### config.mk
export PLATFORM = sky130hd
export DESIGN_NAME = dgr_front
export DESIGN_NICKNAME = d
export VERILOG_FILES = /design/src/rtl/dgr_pkg.sv /design/src/rtl/dgr_front.sv
export SDC_FILE = /design/constraint.sdc
export NUM_CORES = 1
export LEC_CHECK = 0
export ABC_AREA = 1
export BUFFER_PORTS_ARGS = -buffer_cell sky130_fd_sc_hd__buf_4
export CELL_PAD_IN_SITES_DETAIL_PLACEMENT = 0
export CELL_PAD_IN_SITES_GLOBAL_PLACEMENT = 1
export CORE_MARGIN = 2
export CORE_UTILIZATION = 40
export DETAILED_ROUTE_END_ITERATION = 8
export PLACE_DENSITY_LB_ADDON = 0.1
export SYNTH_ARGS = -nofsm -noshare
export SYNTH_HDL_FRONTEND = slang
export SYNTH_SLANG_ARGS = --single-unit
### constraint.sdc
create_clock -name i_clk -period 4.5 [get_ports i_clk]
set_clock_uncertainty 0.15 [all_clocks]
set_input_delay 0.225 -clock i_clk [delete_from_list [all_inputs] [get_ports i_clk]]
set_output_delay 0.225 -clock i_clk [all_outputs]
set_load 0.03 [all_outputs]
### src/rtl/dgr_pkg.sv
// Shared types, constants and sizes for the diagonal gate before measure remover.
package dgr_pkg;

    // Capacity of the circuit store, in instructions (2 to 64).
    localparam int MAX_INSTRUCTIONS = 64;
    // Number of wires tracked by the scan (1 to 32).
    localparam int MAX_QUBITS = 32;
    // Number of operands looked at per instruction (1 to 3).
    localparam int MAX_OPERANDS = 3;
    // Depth of the queue between the front and the back; a power of two.
    localparam int QUEUE_DEPTH = 2;

    localparam int IDX_W = $clog2(MAX_INSTRUCTIONS);
    localparam int CNT_W = $clog2(MAX_INSTRUCTIONS + 1);
    localparam int QB_W = (MAX_QUBITS > 1) ? $clog2(MAX_QUBITS) : 1;
    localparam int QPTR_W = (QUEUE_DEPTH > 1) ? $clog2(QUEUE_DEPTH) : 1;
    localparam int QFILL_W = $clog2(QUEUE_DEPTH + 1);

    // Fixed field widths.
    localparam int CODE_W = 6;
    localparam int OPS_W = 2;
    localparam int QUBIT_W = 5;
    localparam int PAYLOAD_W = 64;

    // Opcodes of interest: measure, and the range of phase-diagonal gates.
    localparam logic [CODE_W-1:0] GATE_MEASURE = 6'd0;
    localparam logic [CODE_W-1:0] GATE_DIAG_LO = 6'd1;
    localparam logic [CODE_W-1:0] GATE_DIAG_HI = 6'd8;

    // Per-wire status kept by the backward scan.
    typedef enum logic [1:0] {
        WIRE_UNTOUCHED = 2'd0,
        WIRE_MEASURED  = 2'd1,
        WIRE_DONE      = 2'd2
    } t_wire;

    // One stored instruction, with the class bits worked out on entry.
    typedef struct packed {
        logic               single_diag;
        logic               is_meas;
        logic [QUBIT_W-1:0] qubit_third;
        logic [QUBIT_W-1:0] qubit_second;
        logic [QUBIT_W-1:0] qubit_first;
        logic [OPS_W-1:0]   operand_count;
        logic [CODE_W-1:0]  gate_code;
    } t_gate;

    localparam int GATE_W = $bits(t_gate);

    // One queued item between the front and the back.
    typedef struct packed {
        t_gate                gate;
        logic [PAYLOAD_W-1:0] payload;
        logic                 is_final;
    } t_item;

    // States of the back end.
    typedef enum logic [2:0] {
        ST_LOAD,
        ST_SCAN_RD,
        ST_SCAN_OP,
        ST_EMIT_RD,
        ST_EMIT_WR
    } t_back_state;

endpackage

### src/rtl/dgr_front.sv
// Front end: accepts items, classifies the gate and holds items in a short queue.
module dgr_front (
    input  logic                          i_clk,
    input  logic                          i_rst_n,
    input  logic                          i_in_valid,
    output logic                          o_in_stall,
    input  logic [dgr_pkg::CODE_W-1:0]    i_gate_code,
    input  logic [dgr_pkg::OPS_W-1:0]     i_operand_count,
    input  logic [dgr_pkg::QUBIT_W-1:0]   i_qubit_first,
    input  logic [dgr_pkg::QUBIT_W-1:0]   i_qubit_second,
    input  logic [dgr_pkg::QUBIT_W-1:0]   i_qubit_third,
    input  logic [dgr_pkg::PAYLOAD_W-1:0] i_payload,
    input  logic                          i_is_final,
    output logic                          o_q_valid,
    output dgr_pkg::t_item                o_q_item,
    input  logic                          i_q_pop
);

    dgr_pkg::t_item                 r_slots [dgr_pkg::QUEUE_DEPTH];
    logic [dgr_pkg::QPTR_W-1:0]     r_wptr;
    logic [dgr_pkg::QPTR_W-1:0]     r_rptr;
    logic [dgr_pkg::QFILL_W-1:0]    r_fill;
    dgr_pkg::t_item                 new_item;
    logic                           push;
    logic                           pop;

    // Classify the incoming gate: measure, or single-qubit phase-diagonal.
    always_comb begin
        new_item.gate.gate_code     = i_gate_code;
        new_item.gate.operand_count = i_operand_count;
        new_item.gate.qubit_first   = i_qubit_first;
        new_item.gate.qubit_second  = i_qubit_second;
        new_item.gate.qubit_third   = i_qubit_third;
        new_item.gate.is_meas       = (i_gate_code == dgr_pkg::GATE_MEASURE);
        new_item.gate.single_diag   = (i_gate_code >= dgr_pkg::GATE_DIAG_LO)
                                    && (i_gate_code <= dgr_pkg::GATE_DIAG_HI)
                                    && (i_operand_count == dgr_pkg::OPS_W'(1));
        new_item.payload            = i_payload;
        new_item.is_final           = i_is_final;
    end

    // The queue is full when every slot holds an item.
    assign o_in_stall = (r_fill == dgr_pkg::QFILL_W'(dgr_pkg::QUEUE_DEPTH));
    assign push       = i_in_valid && !o_in_stall;
    assign o_q_valid  = (r_fill != '0);
    assign pop        = i_q_pop && o_q_valid;
    assign o_q_item   = r_slots[r_rptr];

    // Queue pointers and fill count.
    always_ff @(posedge i_clk) begin
        if (!i_rst_n) begin
            r_wptr <= '0;
            r_rptr <= '0;
            r_fill <= '0;
        end else begin
            if (push) begin
                r_wptr <= (r_wptr == dgr_pkg::QPTR_W'(dgr_pkg::QUEUE_DEPTH - 1))
                        ? '0 : r_wptr + 1'b1;
            end
            if (pop) begin
                r_rptr <= (r_rptr == dgr_pkg::QPTR_W'(dgr_pkg::QUEUE_DEPTH - 1))
                        ? '0 : r_rptr + 1'b1;
            end
            if (push && !pop) begin
                r_fill <= r_fill + 1'b1;
            end else if (pop && !push) begin
                r_fill <= r_fill - 1'b1;
            end
        end
    end

    // Queue slots hold the whole item: gate, payload and final flag.
    always_ff @(posedge i_clk) begin
        if (push) begin
            r_slots[r_wptr] <= new_item;
        end
    end

endmodule

==> run metrics <==
outcome=finished clean; final slew viol count=0; Worst Hold Class=in2reg; Die Height=138.6 um; hold wc startpoint=i_q_pop; synthesized area=7248 um2; Worst EP arrival=2360 ps; Setup crit end kind=primary output; CTS H-Tree Depth=4; post-DP HPWL=8415 um; number of global-route vias before repair=4138; First-pass DRT Iterations=4; CP Launch Type=register; # setup viols final=0; DRC viols=0; total grt overflow=0; Reg clk slew, reported paths=60 ps; area occupied by multi-input gates=1525 um2; Worst IR Drop VDD=0.3493 mV; # rows=49; die footprint=19210 um2; first-pass GRT wire length=21200 um; fill cell count=1407; initial antenna violation count=0; vias=3821; Seq/Total Area, Yosys=75.95%; PD cells=526.4 nW/um2; via density per instance=4.474; worst setup path class=reg2out; post-placement cell area=8796 um2; RSZ-0062 raised after global routing=no; R2R depth=4; starting density of the core=40.63%; internal reg-to-reg setup slack=2370 ps; Detailed Route WL=13440 um; Mapped Cells=329; RD Place Congestion=0.6807; FF+latch count, synth=185; worst-path maximum fanout=46; port buffer count=183; synth-to-layout area growth=40.76%; fin nets=706; 1st-iter DRT viols=234; Sequential Area=5509 um2; fin area=10200 um2; CTS tree=yes; antenna cells=0; Crit Reg-Reg Endpoint=r_slots[1][74]; TritonCTS buffer count=17; leading cell type in the layout, fill and taps excluded=buf_4; Pwr Total=5.371 mW; Max Cap Viol=0; worst-skew pair later-pin latency=410 ps; core area=17840 um2; DR WL/cell=15.73 um; CTS root buffer=clkbuf_16; Critical Path RT=4120 ps; total track usage=14.24%; Hold Path Sink=r_rptr; worst hold stages=4; Synth cell types=19; Final period util=60.87%; share of cells above drive strength 1=49.12%; pin count of the biggest net entering global routing=71; Ys Warns=0; Avg Inst Size Synth=22.03 um2; clock buffer depth=2; commonest non-fill, non-tap cells in the layout=buf_4, edfxtp_1, mux2_4; origin of the critical flop-to-flop path=r_fill[1]; final antenna-violating net count=0; TritonCTS sink count=185; Final Hold Fails=0; worst slew pin tran=902.2 ps; Leakage=3.999 nW; # IOs=184; cts repair resizes=0; die width=138.6 um; Slew headroom=39.85%; FMAX=365.1 MHz; Final Critical Period=2739 ps; syn nets=422
metal layers:
layer / routed length, um / global-route usage (%)
met5: 0 / 0
met4: 127 / 4.466
met3: 894 / 5.180
met2: 6918 / 24.65
met1: 5497 / 16.64
cell usage after synthesis:
cell type,instances,share of area (%)
edfxtp_1,180,75
mux2_4,90,19
nor3_1,1,0.069
nor4_1,1,0.086
ha_1,1,0.17
buf_6,1,0.16
a21oi_1,1,0.069
nand4_1,1,0.086
inv_1,11,0.57
nand3_1,1,0.069
buf_12,9,2.5
dfxtp_1,5,1.4
o21ai_0,2,0.14
nand2_1,8,0.41
o21ai_2,1,0.12
nor2_1,13,0.67
or2_2,1,0.086
o21a_1,1,0.10
nand3b_1,1,0.10
registers in the layout (all words and copies together), names as in the netlist, named ones only:
name     count
r_rptr       1
r_wptr       1
r_slots    180
r_fill       2
worst max-delay path by stage:
stage | start | to | slack [ps] | cells past startpoint
after floorplan | r_fill[1] | r_slots[0][0] | -430 | 3
after global placement | register | o_q_item[29] | 2180 | 3
after detailed placement | register | o_q_item[27] | 2160 | 3
after CTS | register | o_q_item[27] | 1710 | 3
after global routing | register | o_q_item[75] | 1630 | 3
final | register | o_q_item[75] | 1760 | 3
report_power, final:
group / leakage, nW / switching, mW / internal [mW] / total [mW]
Combinational: 2.05 / 0.950 / 0.816 / 1.77
Sequential: 1.72 / 0.125 / 2.18 / 2.30
Clock: 0.229 / 0.601 / 0.701 / 1.30
Total: 4.00 / 1.68 / 3.70 / 5.37
logic make-up after synthesis:
family / Yosys count / synth area share, %
flip-flops: 185 / 75.95
multiplexers: 90 / 18.64
AND/OR/NAND/NOR: 27 / 1.588
buffers and inverters: 21 / 3.211
AO/OA/AOI/OAI: 5 / 0.4316
adder cells (fa/ha/maj): 1 / 0.1726
metrics by stage:
stage	std cells	hold WS, ps	TNS (ps)	setup WS, ps	utilization (%)
3_5_place_dp	734	262.6	0	2162	49.30
4_1_cts	854	63.30	0	1711	57.18
6_report	854	88.52	0	1761	57.18
3_3_place_gp	734	259.8	0	2181	49.30
5_1_grt	854	100.9	0	1634	57.18
2_1_floorplan	329	173.9	-77160	-428.7	-
area by class of cell:
cell class | instances | share of cell area [%]
clock buffer | 20 | 4.280
multi-input combinational | 123 | 14.95
tap | 229 | 2.808
sequential | 185 | 54.00
inverter | 11 | 0.4047
clock inverter | 11 | 0.7726
timing repair buffer | 275 | 22.79
what timing repair did:
action | CTS | global route
setup buffers | 0 | 0
setup endpoints to repair | 0 | 0
endpoints found under the hold margin | 183 | 0
hold buffers | 89 | 0
critical path: stages (launching register included):
cell	delay, ps
dfxtp_4	940
buf_12	410
mux2_4	350
buf_4	170
Note: power is estimated with default switching activity, not from simulation.
